[src/design/tcs_pkg.sv]
`timescale 1ns / 1ps
// ----------------------------------------------------------------------------
// tcs_pkg
// Shared constants, register codes and the digit to segment map.
// ----------------------------------------------------------------------------
package tcs_pkg;

  localparam int COMP_STG  = 4;
  localparam int DISP_STG  = 4;
  localparam int NSTG      = COMP_STG + DISP_STG;
  localparam int CFG_IDX_W = 2;
  localparam int CENTI_MAX = 9999;

  localparam logic [7:0] SEG_POINT = 8'h01;

  typedef enum logic [CFG_IDX_W-1:0] {
    REG_CAL_T1 = 2'd0,
    REG_CAL_T2 = 2'd1,
    REG_CAL_T3 = 2'd2
  } cfg_reg_t;

  function automatic logic [7:0] seg_of(input logic [3:0] dgt);
    logic [7:0] seg;
    unique case (dgt)
      4'd0:    seg = 8'b01111110;
      4'd1:    seg = 8'b00001100;
      4'd2:    seg = 8'b10110110;
      4'd3:    seg = 8'b10011110;
      4'd4:    seg = 8'b11001100;
      4'd5:    seg = 8'b11011010;
      4'd6:    seg = 8'b11111010;
      4'd7:    seg = 8'b00001110;
      4'd8:    seg = 8'b11111110;
      4'd9:    seg = 8'b11011110;
      default: seg = 8'h00;
    endcase
    return seg;
  endfunction

endpackage

[src/design/tcs_ctrl.sv]
`timescale 1ns / 1ps
// ----------------------------------------------------------------------------
// tcs_ctrl
// Valid bits of the pipeline and per-stage load enables with bubble collapse.
// ----------------------------------------------------------------------------
module tcs_ctrl
  import tcs_pkg::*;
(
  input  logic            clk,
  input  logic            rst_n,
  input  logic            in_valid,
  input  logic            out_stall,
  output logic            in_stall,
  output logic [NSTG-1:0] stage_en,
  output logic            last_valid
);

  logic [NSTG-1:0] vld_r;
  logic [NSTG-1:0] vld_nxt;

  // a stage loads when it is empty or its successor moves on
  always_comb begin
    stage_en[NSTG-1] = !vld_r[NSTG-1] || !out_stall;
    for (int k = NSTG - 2; k >= 0; k--) begin
      stage_en[k] = !vld_r[k] || stage_en[k+1];
    end
  end

  always_comb begin
    vld_nxt = vld_r;
    if (stage_en[0]) begin
      vld_nxt[0] = in_valid;
    end
    for (int k = 1; k < NSTG; k++) begin
      if (stage_en[k]) begin
        vld_nxt[k] = vld_r[k-1];
      end
    end
  end

  always_ff @(posedge clk) begin
    if (!rst_n) begin
      vld_r <= '0;
    end else begin
      vld_r <= vld_nxt;
    end
  end

  assign in_stall   = !stage_en[0];
  assign last_valid = vld_r[NSTG-1];

endmodule

[src/design/tcs_comp.sv]
`timescale 1ns / 1ps
// ----------------------------------------------------------------------------
// tcs_comp
// Four-stage fine temperature path: offsets, products, shift and cal_t3 product, sum.
// ----------------------------------------------------------------------------
module tcs_comp
  import tcs_pkg::*;
(
  input  logic                clk,
  input  logic [COMP_STG-1:0] en,
  input  logic [19:0]         raw_reading,
  input  logic [15:0]         cal_t1,
  input  logic signed [15:0]  cal_t2,
  input  logic signed [15:0]  cal_t3,
  output logic signed [23:0]  fine
);

  // stage 1
  logic signed [17:0] a_r, a_nxt;
  logic signed [16:0] d_r, d_nxt;
  // stage 2
  logic signed [33:0] p1_r, p1_nxt;
  logic signed [33:0] dsq_full;
  logic [31:0]        dsq_r;
  // stage 3
  logic signed [22:0] var1_r, var1_nxt;
  logic signed [36:0] m2_r, m2_nxt;
  // stage 4
  logic signed [23:0] fine_r, fine_nxt;

  assign a_nxt = $signed({1'b0, raw_reading[19:3]}) - $signed({1'b0, cal_t1, 1'b0});
  assign d_nxt = $signed({1'b0, raw_reading[19:4]}) - $signed({1'b0, cal_t1});

  assign p1_nxt   = 34'(a_r) * 34'(cal_t2);
  assign dsq_full = 34'(d_r) * 34'(d_r);

  // floor shifts are plain part-selects of the signed products
  assign var1_nxt = $signed(p1_r[33:11]);
  assign m2_nxt   = 37'($signed({1'b0, dsq_r[31:12]})) * 37'(cal_t3);

  assign fine_nxt = 24'(var1_r) + 24'($signed(m2_r[36:14]));

  always_ff @(posedge clk) begin
    if (en[0]) begin
      a_r <= a_nxt;
      d_r <= d_nxt;
    end
    if (en[1]) begin
      p1_r  <= p1_nxt;
      dsq_r <= dsq_full[31:0];
    end
    if (en[2]) begin
      var1_r <= var1_nxt;
      m2_r   <= m2_nxt;
    end
    if (en[3]) begin
      fine_r <= fine_nxt;
    end
  end

  assign fine = fine_r;

endmodule

[src/design/tcs_disp.sv]
`timescale 1ns / 1ps
// ----------------------------------------------------------------------------
// tcs_disp
// Four-stage display path: scale and saturate, then the thousands and hundreds
// digits one per stage, then the tens and units digits with segment lookup.
// ----------------------------------------------------------------------------
module tcs_disp
  import tcs_pkg::*;
(
  input  logic                clk,
  input  logic [DISP_STG-1:0] en,
  input  logic signed [23:0]  fine,
  output logic signed [22:0]  fine_temp,
  output logic [13:0]         centidegrees,
  output logic [7:0]          seg_tens,
  output logic [7:0]          seg_units,
  output logic [7:0]          seg_tenths,
  output logic [7:0]          seg_hundredths,
  output logic                out_of_range
);

  // stage 5
  logic signed [26:0] f5;
  logic signed [18:0] centi_full;
  logic signed [22:0] fine5_r;
  logic [13:0]        c5_r, c5_nxt;
  logic               oor5_r, oor5_nxt;
  // stage 6
  logic signed [22:0] fine6_r;
  logic [13:0]        c6_r;
  logic               oor6_r;
  logic [3:0]         th6_r, th6_nxt;
  logic [13:0]        th_base;
  logic [9:0]         rem6_r, rem6_nxt;
  // stage 7
  logic signed [22:0] fine7_r;
  logic [13:0]        c7_r;
  logic               oor7_r;
  logic [3:0]         th7_r;
  logic [3:0]         hu7_r, hu7_nxt;
  logic [9:0]         hu_base;
  logic [6:0]         rem7_r, rem7_nxt;
  // stage 8
  logic [3:0]         te_dig;
  logic [6:0]         te_base;
  logic [3:0]         on_dig;
  logic signed [22:0] fine8_r;
  logic [13:0]        c8_r;
  logic               oor8_r;
  logic [7:0]         seg_th_r, seg_hu_r, seg_te_r, seg_on_r;

  // fine * 5 / 256, floored
  always_comb begin
    f5         = (27'(fine) <<< 2) + 27'(fine);
    centi_full = $signed(f5[26:8]);
    if (centi_full[18]) begin
      c5_nxt   = '0;
      oor5_nxt = 1'b1;
    end else if (centi_full[17:0] > 18'(CENTI_MAX)) begin
      c5_nxt   = 14'(CENTI_MAX);
      oor5_nxt = 1'b1;
    end else begin
      c5_nxt   = centi_full[13:0];
      oor5_nxt = 1'b0;
    end
  end

  // thousands digit: independent compares, highest threshold met wins
  always_comb begin
    th6_nxt = '0;
    th_base = '0;
    for (int k = 1; k <= 9; k++) begin
      if (c5_r >= 14'(k * 1000)) begin
        th6_nxt = 4'(k);
        th_base = 14'(k * 1000);
      end
    end
    rem6_nxt = 10'(c5_r - th_base);
  end

  always_comb begin
    hu7_nxt = '0;
    hu_base = '0;
    for (int k = 1; k <= 9; k++) begin
      if (rem6_r >= 10'(k * 100)) begin
        hu7_nxt = 4'(k);
        hu_base = 10'(k * 100);
      end
    end
    rem7_nxt = 7'(rem6_r - hu_base);
  end

  always_comb begin
    te_dig  = '0;
    te_base = '0;
    for (int k = 1; k <= 9; k++) begin
      if (rem7_r >= 7'(k * 10)) begin
        te_dig  = 4'(k);
        te_base = 7'(k * 10);
      end
    end
    on_dig = 4'(rem7_r - te_base);
  end

  always_ff @(posedge clk) begin
    if (en[0]) begin
      fine5_r <= fine[22:0];
      c5_r    <= c5_nxt;
      oor5_r  <= oor5_nxt;
    end
    if (en[1]) begin
      fine6_r <= fine5_r;
      c6_r    <= c5_r;
      oor6_r  <= oor5_r;
      th6_r   <= th6_nxt;
      rem6_r  <= rem6_nxt;
    end
    if (en[2]) begin
      fine7_r <= fine6_r;
      c7_r    <= c6_r;
      oor7_r  <= oor6_r;
      th7_r   <= th6_r;
      hu7_r   <= hu7_nxt;
      rem7_r  <= rem7_nxt;
    end
    if (en[3]) begin
      fine8_r  <= fine7_r;
      c8_r     <= c7_r;
      oor8_r   <= oor7_r;
      seg_th_r <= seg_of(th7_r);
      seg_hu_r <= seg_of(hu7_r) | SEG_POINT;
      seg_te_r <= seg_of(te_dig);
      seg_on_r <= seg_of(on_dig);
    end
  end

  assign fine_temp      = fine8_r;
  assign centidegrees   = c8_r;
  assign seg_tens       = seg_th_r;
  assign seg_units      = seg_hu_r;
  assign seg_tenths     = seg_te_r;
  assign seg_hundredths = seg_on_r;
  assign out_of_range   = oor8_r;

endmodule

[src/design/temp_compensate_to_seven_segment.sv]
`timescale 1ns / 1ps
// ----------------------------------------------------------------------------
// temp_compensate_to_seven_segment
// Raw temperature reading to fine temperature, centidegrees and four
// seven-segment digit patterns.
// ----------------------------------------------------------------------------
// Usage:
//   cfg channel: cfg_valid/cfg_ready with cfg_index and cfg_data; cfg_ready is
//   always high. Index 0..2 selects cal_t1, cal_t2, cal_t3; other indexes are
//   ignored. Write only while no request is in flight.
//   in channel: a request (in_raw_reading) is taken at an edge where in_valid
//   is high and in_stall is low.
//   out channel: one result per request, held while out_stall is high.
// Pipeline: eight register stages, four in tcs_comp and four in tcs_disp.
// Throughput: one request per cycle while in_stall is low; the eight-stage
//   pipeline has two 16-bit-class multiplies in stage two, one in stage three.
// Stall: each stage holds only when it is full and its successor holds, so
//   empty slots fill up while the output waits; in_stall rises once all
//   eight stages are full and out_stall is high.
// Reset: synchronous, active low; clears all valid bits and the calibration
//   registers to zero.
// ----------------------------------------------------------------------------
module temp_compensate_to_seven_segment
  import tcs_pkg::*;
(
  input  logic                 clk,
  input  logic                 rst_n,
  input  logic                 cfg_valid,
  output logic                 cfg_ready,
  input  logic [CFG_IDX_W-1:0] cfg_index,
  input  logic [15:0]          cfg_data,
  input  logic                 in_valid,
  output logic                 in_stall,
  input  logic [19:0]          in_raw_reading,
  output logic                 out_valid,
  input  logic                 out_stall,
  output logic signed [22:0]   out_fine_temp,
  output logic [13:0]          out_centidegrees,
  output logic [7:0]           out_seg_tens,
  output logic [7:0]           out_seg_units,
  output logic [7:0]           out_seg_tenths,
  output logic [7:0]           out_seg_hundredths,
  output logic                 out_out_of_range
);

  logic [15:0]        cal_t1_r;
  logic signed [15:0] cal_t2_r;
  logic signed [15:0] cal_t3_r;
  logic [NSTG-1:0]    stage_en;
  logic signed [23:0] fine;

  assign cfg_ready = 1'b1;

  always_ff @(posedge clk) begin
    if (!rst_n) begin
      cal_t1_r <= '0;
      cal_t2_r <= '0;
      cal_t3_r <= '0;
    end else if (cfg_valid && cfg_ready) begin
      unique case (cfg_reg_t'(cfg_index))
        REG_CAL_T1: cal_t1_r <= cfg_data;
        REG_CAL_T2: cal_t2_r <= $signed(cfg_data);
        REG_CAL_T3: cal_t3_r <= $signed(cfg_data);
        default: ;
      endcase
    end
  end

  tcs_ctrl u_ctrl (
    .clk        (clk),
    .rst_n      (rst_n),
    .in_valid   (in_valid),
    .out_stall  (out_stall),
    .in_stall   (in_stall),
    .stage_en   (stage_en),
    .last_valid (out_valid)
  );

  tcs_comp u_comp (
    .clk         (clk),
    .en          (stage_en[COMP_STG-1:0]),
    .raw_reading (in_raw_reading),
    .cal_t1      (cal_t1_r),
    .cal_t2      (cal_t2_r),
    .cal_t3      (cal_t3_r),
    .fine        (fine)
  );

  tcs_disp u_disp (
    .clk            (clk),
    .en             (stage_en[NSTG-1:COMP_STG]),
    .fine           (fine),
    .fine_temp      (out_fine_temp),
    .centidegrees   (out_centidegrees),
    .seg_tens       (out_seg_tens),
    .seg_units      (out_seg_units),
    .seg_tenths     (out_seg_tenths),
    .seg_hundredths (out_seg_hundredths),
    .out_of_range   (out_out_of_range)
  );

endmodule

[config.mk]
export PLATFORM = sky130hd
export DESIGN_NAME = temp_compensate_to_seven_segment
export DESIGN_NICKNAME = d
export VERILOG_FILES = /design/src/design/tcs_pkg.sv /design/src/design/tcs_ctrl.sv /design/src/design/tcs_comp.sv /design/src/design/tcs_disp.sv /design/src/design/temp_compensate_to_seven_segment.sv
export SDC_FILE = /design/constraint.sdc
export NUM_CORES = 2
export LEC_CHECK = 0
export ABC_AREA = 0
export BUFFER_PORTS_ARGS = -buffer_cell sky130_fd_sc_hd__buf_4
export CORE_MARGIN = 4
export CORE_UTILIZATION = 64
export DETAILED_ROUTE_END_ITERATION = 12
export GPL_TIMING_DRIVEN = 0
export PLACE_DENSITY = 0.92
export SLEW_MARGIN = 25
export SYNTH_ARGS = -nofsm -noshare
export SYNTH_HDL_FRONTEND = slang
export SYNTH_SLANG_ARGS = --single-unit
[constraint.sdc]
create_clock -name clk -period 9.9 [get_ports clk]
set_input_delay 1.98 -clock clk [delete_from_list [all_inputs] [get_ports clk]]
set_output_delay 1.98 -clock clk [all_outputs]
set_load 0.03 [all_outputs]
# Word-level counts from Yosys, hierarchy flattened
# Memories as Yosys holds them, arrays and structs flattened. A register that Yosys moved wholly into a read port is not among the register bits.
# Index checks and enable logic that the tools add are counted.
# totals
rom_bits,448
output_inout_bits,73
latchBits,0
n_memories,4
ram_bits,0
register_bits,446
# classes
n_reduce_logical,25
n_shift,0
n_eq_ne,2
add_sub_neg,7
mul,3
order_cmp,28
div_mod_pow,0
bitwise,0
muxes,54
# memory_table
memory,words,word_bits,rd,rd_clocked_by_memory_dff,wr,line_no,source
(no name shown),16,7,1,1,0,tcs_pkg.sv:24,unique case (dgt)
(no name shown),16,7,1,1,0,tcs_pkg.sv:24,
(no name shown),16,7,1,1,0,tcs_pkg.sv:24,
(no name shown),16,7,1,1,0,tcs_pkg.sv:24,
# op_table
operator,n
2-to-1 mux 10 bit,9
2-to-1 mux 7 bit,9
">= comparator 14 x 13 -> 1 bit, second input constant",4
2-to-1 mux 4 bit,11
">= comparator 10 bit, second input constant",4
multiplier 21 x 16 -> 37 bit,1
2-to-1 mux 3 bit,12
multiplier 18 x 16 -> 34 bit,1
multiplier 17 x 17 -> 32 bit,1
">= comparator 10 x 9 -> 1 bit, second input constant",3
">= comparator 14 x 12 -> 1 bit, second input constant",2
adder 26 x 24 -> 27 bit,1
adder 23 x 23 -> 24 bit,1
">= comparator 7 x 6 -> 1 bit, second input constant",3
">= comparator 7 bit, second input constant",3
"greater-than comparator 18 x 14 -> 1 bit, second input constant",1
subtractor 17 x 17 -> 18 bit,1
subtractor 16 x 16 -> 17 bit,1
">= comparator 14 x 10 -> 1 bit, second input constant",1
">= comparator 14 x 11 -> 1 bit, second input constant",1
">= comparator 14 bit, second input constant",1
">= comparator 7 x 5 -> 1 bit, second input constant",2
2-to-1 mux 14 bit,1
2-to-1 mux 2 bit,6
14 further kinds,39

# Depth between registers and ports, before layout
# depth
word_depth,11
ltp_mapped,26
depth_no_buf,24

# Modules after synthesis
# A second synthesis with hierarchy kept.
# hier_totals
cells_unflattened,4533
area_unflattened_um2,46798.6
# modules_own_cells
module,area_per_inst_um2,cells_per_inst,n_inst
tcs_comp,35153.7,3626,1
tcs_disp,9461.6,692,1
temp_compensate_to_seven_segment,1845.5,178,1
tcs_ctrl,337.8,37,1

# Worst setup path before layout
# OpenSTA, ideal clock, no wires.
# synth_timing
kind,register to register
start,reg u_comp.d_r[16]
end,reg u_comp.dsq_r[30] (data pin)
setup_slack_ns,3.401
t_arrival_ns,6.304
synth_period_minus_slack_ns,6.499
n_path_buf,2
stages_incl_launch_ff,25
required_ns,9.705
cell_sequence,edfxtp_1 > clkbuf_1 > clkbuf_1 > nand2_1 > inv_1 > fa_1 > inv_1 > fa_1 > fa_1 > fa_1 > inv_1 > fa_1 > inv_1 > fa_1 > inv_1 > ha_1 > a21o_1 > a21o_1 > a21o_1 > a21oi_1 > nor2b_1 > or3_1 > o221a_2 > or4_1 > o311ai_0
# synth_via
elab_chain_len,1
# synth_rtl
item,line_no,source
from (decl),tcs_comp.sv:20,"logic signed [16:0] d_r, d_nxt;"
from (signal assigned),tcs_comp.sv:46,d_r <= d_nxt;
multiplier 17 x 17 -> 32 bit,tcs_comp.sv:35,assign dsq_full = 34'(d_r) * 34'(d_r);
via u_comp.dsq_full[30],tcs_comp.sv:23,logic signed [33:0] dsq_full;
to (signal assigned),tcs_comp.sv:50,dsq_r <= dsq_full[31:0];
to (decl),tcs_comp.sv:24,logic [31:0] dsq_r;
# The timed path passes the listed nets, and every way through them passes these cells.
# A chain may end at the register's enable or synchronous reset.

# Final worst setup path
# layout_timing
start,reg u_comp.d_r[9]
end,reg u_comp.dsq_r[30] (data pin)
# Same word-level chain as after synthesis.

==> qor.log <==
qor: logic_synthesis.synth-seq-cells 391
qor: outcome.run_status finished, final reports clean
qor: sta.timing.final.crit_period 8.29 ns
qor: detailed_routing.first_iter_violations 2885
qor: worst_setup_path.largest_fanout_on_the_critical_path 10
qor: logic_synthesis.netlist_cell_types 77
qor: global_route.antenna_found_initial 2
qor: worst_setup_path.data_required_time_at_the_worst_endpoint 10.14 ns
qor: hold_path.classification_of_the_worst_slack_hold_path reg -> reg
qor: global_route.pin_count_of_the_biggest_net_entering_global_routing 57
qor: global_route.top_usage_layer met2
qor: die.initial_core_util 64.8%
qor: clock_tree.number_of_instances_resized_during_post_cts_repair 0
qor: sta.fin_setup_tns 0 ns
qor: worst_setup_path.timing.reg2reg.setup_slack 1.61 ns
qor: hold_path.worst_hold_path.num_cells 0
qor: cells_and_area.share_of_cells_above_drive_strength_1 4.22%
qor: die.die_w 277 um
qor: sta.hold_violations 0
qor: worst_setup_path.worst-setup-path-type reg -> reg
qor: sta.clock_skew 0.0257 ns
qor: hold_path.worst_hold_path.endpoint u_disp.fine7_r[11]
qor: global_route.grt_use_met1 35.9%
qor: detailed_routing.length_of_the_first_detailed_routing_pass_in_iterations 8
qor: clock_tree.cts-buffers-inserted 40
qor: clock_tree.clock-sinks 391
qor: logic_synthesis.synth-seq-area-share 24.1%
qor: global_route.first_pass_grt_wire_length 185 mm
qor: sta.post-route-period-util 83.7%
qor: global_route.grt.met3_usage 6.83%
qor: global_route.overflow 0
qor: logic_synthesis.ys.flop_type edfxtp_1
qor: job.maxCapViolations 0
qor: worst_setup_path.crit-reg2reg-capture u_comp.dsq_r[30]
qor: logic_synthesis.syn-cell-area 46500 um2
qor: detailed_routing.detail_route.vias_per_cell 5.82
qor: sta.tightestPinTransition 0.997 ns
qor: die.die_area 77000 um2
qor: sta.count_of_final_setup_violators 0
qor: clock_tree.clockBufferDepth 3
qor: sta.report.final.slew_viol_count 0
qor: clock_tree.post_cts.repair.setup_buffers 0
qor: sta.fmax 0.121 GHz
qor: cells_and_area.nets 5964
qor: hold_path.min-delay-start u_disp.fine6_r[11]
qor: detailed_routing.routed_wire_length_per_instance 20.1 um
qor: clock_tree.clkTransAtPathRegs 0.06 ns
qor: cells_and_area.layout-area-overhead-vs-synth 7.47%
qor: place.io_buffer_count 106
qor: worst_setup_path.cp-end-kind register
qor: detailed_routing.antenna_violating_nets_post_route 0
qor: logic_synthesis.synth-edff-count 335
qor: logic_synthesis.total_of_warnings_raised_by_yosys 0
qor: clock_tree.clock_insertion_delay_worst_skew 0.60 ns
qor: logic_synthesis.synth-async-reset-ratio 0%
qor: global_route.grt_pass1_vias 36.2k
qor: clock_tree.cts.htree.levels 2
qor: worst_setup_path.worst-r2r-cell-count 20
qor: worst_setup_path.reg2reg_from u_comp.d_r[9]
qor: logic_synthesis.syn_inst 4575
qor: worst_setup_path.arrival 8.53 ns
qor: die.core.rowCount 98
qor: clock_tree.cts_root_buf clkbuf_16
qor: sta.timing.slew.headroom 32.5%
qor: detailed_routing.route.vias.total 33.3k
qor: logic_synthesis.post_synth.cell_area_avg 10.2 um2
qor: die.die_height 277 um
qor: die.pin_count 116
qor: global_route.gr-usage-all-layers 30.6%
qor: detailed_routing.route.detailed.drc 0
qor: clock_tree.holdBufCountCts 0
qor: place.place.gp.congestion 0.977
qor: global_route.use_met2 51.6%
qor: sta.grt_setup_unrepaired false
qor: die.floorplan.core_area 71700 um2
qor: worst_setup_path.start_kind register
qor: clock_tree.cts_tree done
qor: place.place.detailed.hpwl 90.7 mm
qor: detailed_routing.aggregate_routed_wire_length 115 mm
-- cell families after synthesis --
logic type / synth area share (%)
compound gates: 5.83
xor+xnor: 2.58
fa+ha+maj: 45.0
buf+inv: 10.1
flops: 24.1
mux: 0.132
other cells: 0.0162
simple gates: 12.3
-- Yosys cell counts (5+ instances only) --
master	n	area, um2
nand3_1	14	70.1
xor2_1	33	289
and3b_1	6	52.6
a211oi_1	11	82.6
nor3b_1	7	52.6
a31oi_1	11	68.8
ha_1	389	4870
nor2_1	144	541
mux2i_1	5	50.1
nor2b_1	33	206
o21bai_1	6	45.0
xnor2_1	104	911
and2_1	289	1810
nand2b_1	46	288
or3_1	10	62.6
o311a_1	5	50.1
nand2_1	578	2170
o21a_1	27	203
o22ai_1	12	75.1
edfxtp_1	335	10100
buf_4	5	37.5
nand4_1	7	43.8
o21ai_0	70	350
and3_1	11	68.8
clkbuf_1	167	627
inv_1	1061	3980
a21oi_1	100	500
nor4_1	7	43.8
a21o_1	49	368
fa_1	801	16000
o31ai_1	6	45.0
a21boi_0	56	420
dfxtp_1	56	1120
o211ai_1	5	37.5
nor3_1	30	150
-- area by class of cell --
| cell class | count | area, um2 |
|---|---|---|
| Buffer | 177 | 691 |
| Multi-Input combinational cell | 2949 | 30600 |
| Clock buffer | 54 | 1080 |
| Sequential cell | 391 | 11200 |
| Timing Repair Buffer | 111 | 918 |
| Fill cell | 4775 | 21800 |
| Tap cell | 950 | 1190 |
| Clock inverter | 20 | 253 |
| Inverter | 1061 | 3980 |
| Antenna cell | 2 | 5.00 |
-- sequential cells by signal, indices dropped and copies added (netlist names), 8 cells and up --
signal and cells:
u_disp.rem6_r 10, u_comp.m2_r 23, u_comp.p1_r 23, u_comp.dsq_r 20, u_disp.centidegrees 14, u_comp.d_r 17, u_ctrl.vld_r 8, cal_t3_r 16
u_disp.c7_r 12, u_disp.c5_r 14, u_comp.fine 24, u_disp.fine6_r 23, u_disp.fine7_r 23, u_disp.c6_r 11, u_disp.fine_temp 23, u_disp.fine5_r 23
cal_t2_r 16, u_comp.var1_r 23, cal_t1_r 16
-- stage by stage --
step	hold slack (ns)	utilization [%]	cell area, um2	instances	worst slack (ns)
after floorplan	0.400	-	46500	4578	3.40
after global placement	0.401	67.6	48500	5634	1.59
after detailed placement	0.405	67.7	48600	5639	1.88
after CTS	0.409	69.6	49900	5713	1.85
after global routing	0.418	69.6	49900	5713	1.43
final	0.411	69.6	49900	5715	1.61
-- worst max-delay path by stage --
stage	startpoint	end	slack, ns
final	u_comp.d_r[9]	u_comp.dsq_r[30]	1.61
after global routing	cal_t3_r[1]	u_comp.m2_r[35]	1.43
after floorplan	u_comp.d_r[16]	u_comp.dsq_r[30]	3.40
after CTS	u_comp.d_r[11]	u_comp.dsq_r[30]	1.85
after global placement	u_comp.d_r[8]	u_comp.dsq_r[30]	1.59
after detailed placement	u_comp.d_r[11]	u_comp.dsq_r[30]	1.88
-- critical path: stages, from the launching register on --
cell and delay, ns:
edfxtp_1 0.42, clkbuf_1 0.60, clkbuf_1 0.66, nand2_1 0.25
fa_1 0.58, inv_1 0.05, fa_1 0.47, inv_1 0.05
fa_1 0.54, inv_1 0.07, fa_1 0.56, fa_1 0.44
fa_1 0.45, ha_1 0.36, and3_1 0.21, nand3_1 0.11
a31oi_1 0.68, o311a_1 0.30, o221a_2 0.26, nor2_1 0.07
o311ai_1 0.82
-- routing by layer --
layer	share of wire (%)	vias to the layer above	routed length (um)
met4	7.8	0	8900
met2	48	2015	55400
li1	-	14300	-
met3	9.9	641	11400
met5	0	-	0
met1	34	16300	39000
-- cells in the final DEF (no fill, tap or decap), drive strengths merged, types with 6 or more instances in the layout --
| cell | count |
|---|---|
| xnor2 | 104 |
| o22ai | 12 |
| nand4 | 7 |
| and3 | 11 |
| nor4 | 7 |
| a21boi | 56 |
| or3 | 10 |
| and2 | 290 |
| a31oi | 13 |
| nand2b | 46 |
| xor2 | 33 |
| buf | 121 |
| ha | 389 |
| nor3 | 30 |
| inv | 1063 |
| a21o | 49 |
| o31ai | 6 |
| clkinv | 14 |
| nor3b | 7 |
| fa | 801 |
| clkbuf | 221 |
| o21bai | 6 |
| nor2b | 33 |
| nand2 | 578 |
| a211oi | 12 |
| a21oi | 100 |
| nor2 | 144 |
| dfxtp | 56 |
| and3b | 6 |
| o21ai | 70 |
| nand3 | 14 |
| edfxtp | 335 |
| o21a | 27 |
Power is left out: the tool's default activity adds up to more than one toggle a clock period on the data nets, which glitch-free logic cannot reach.
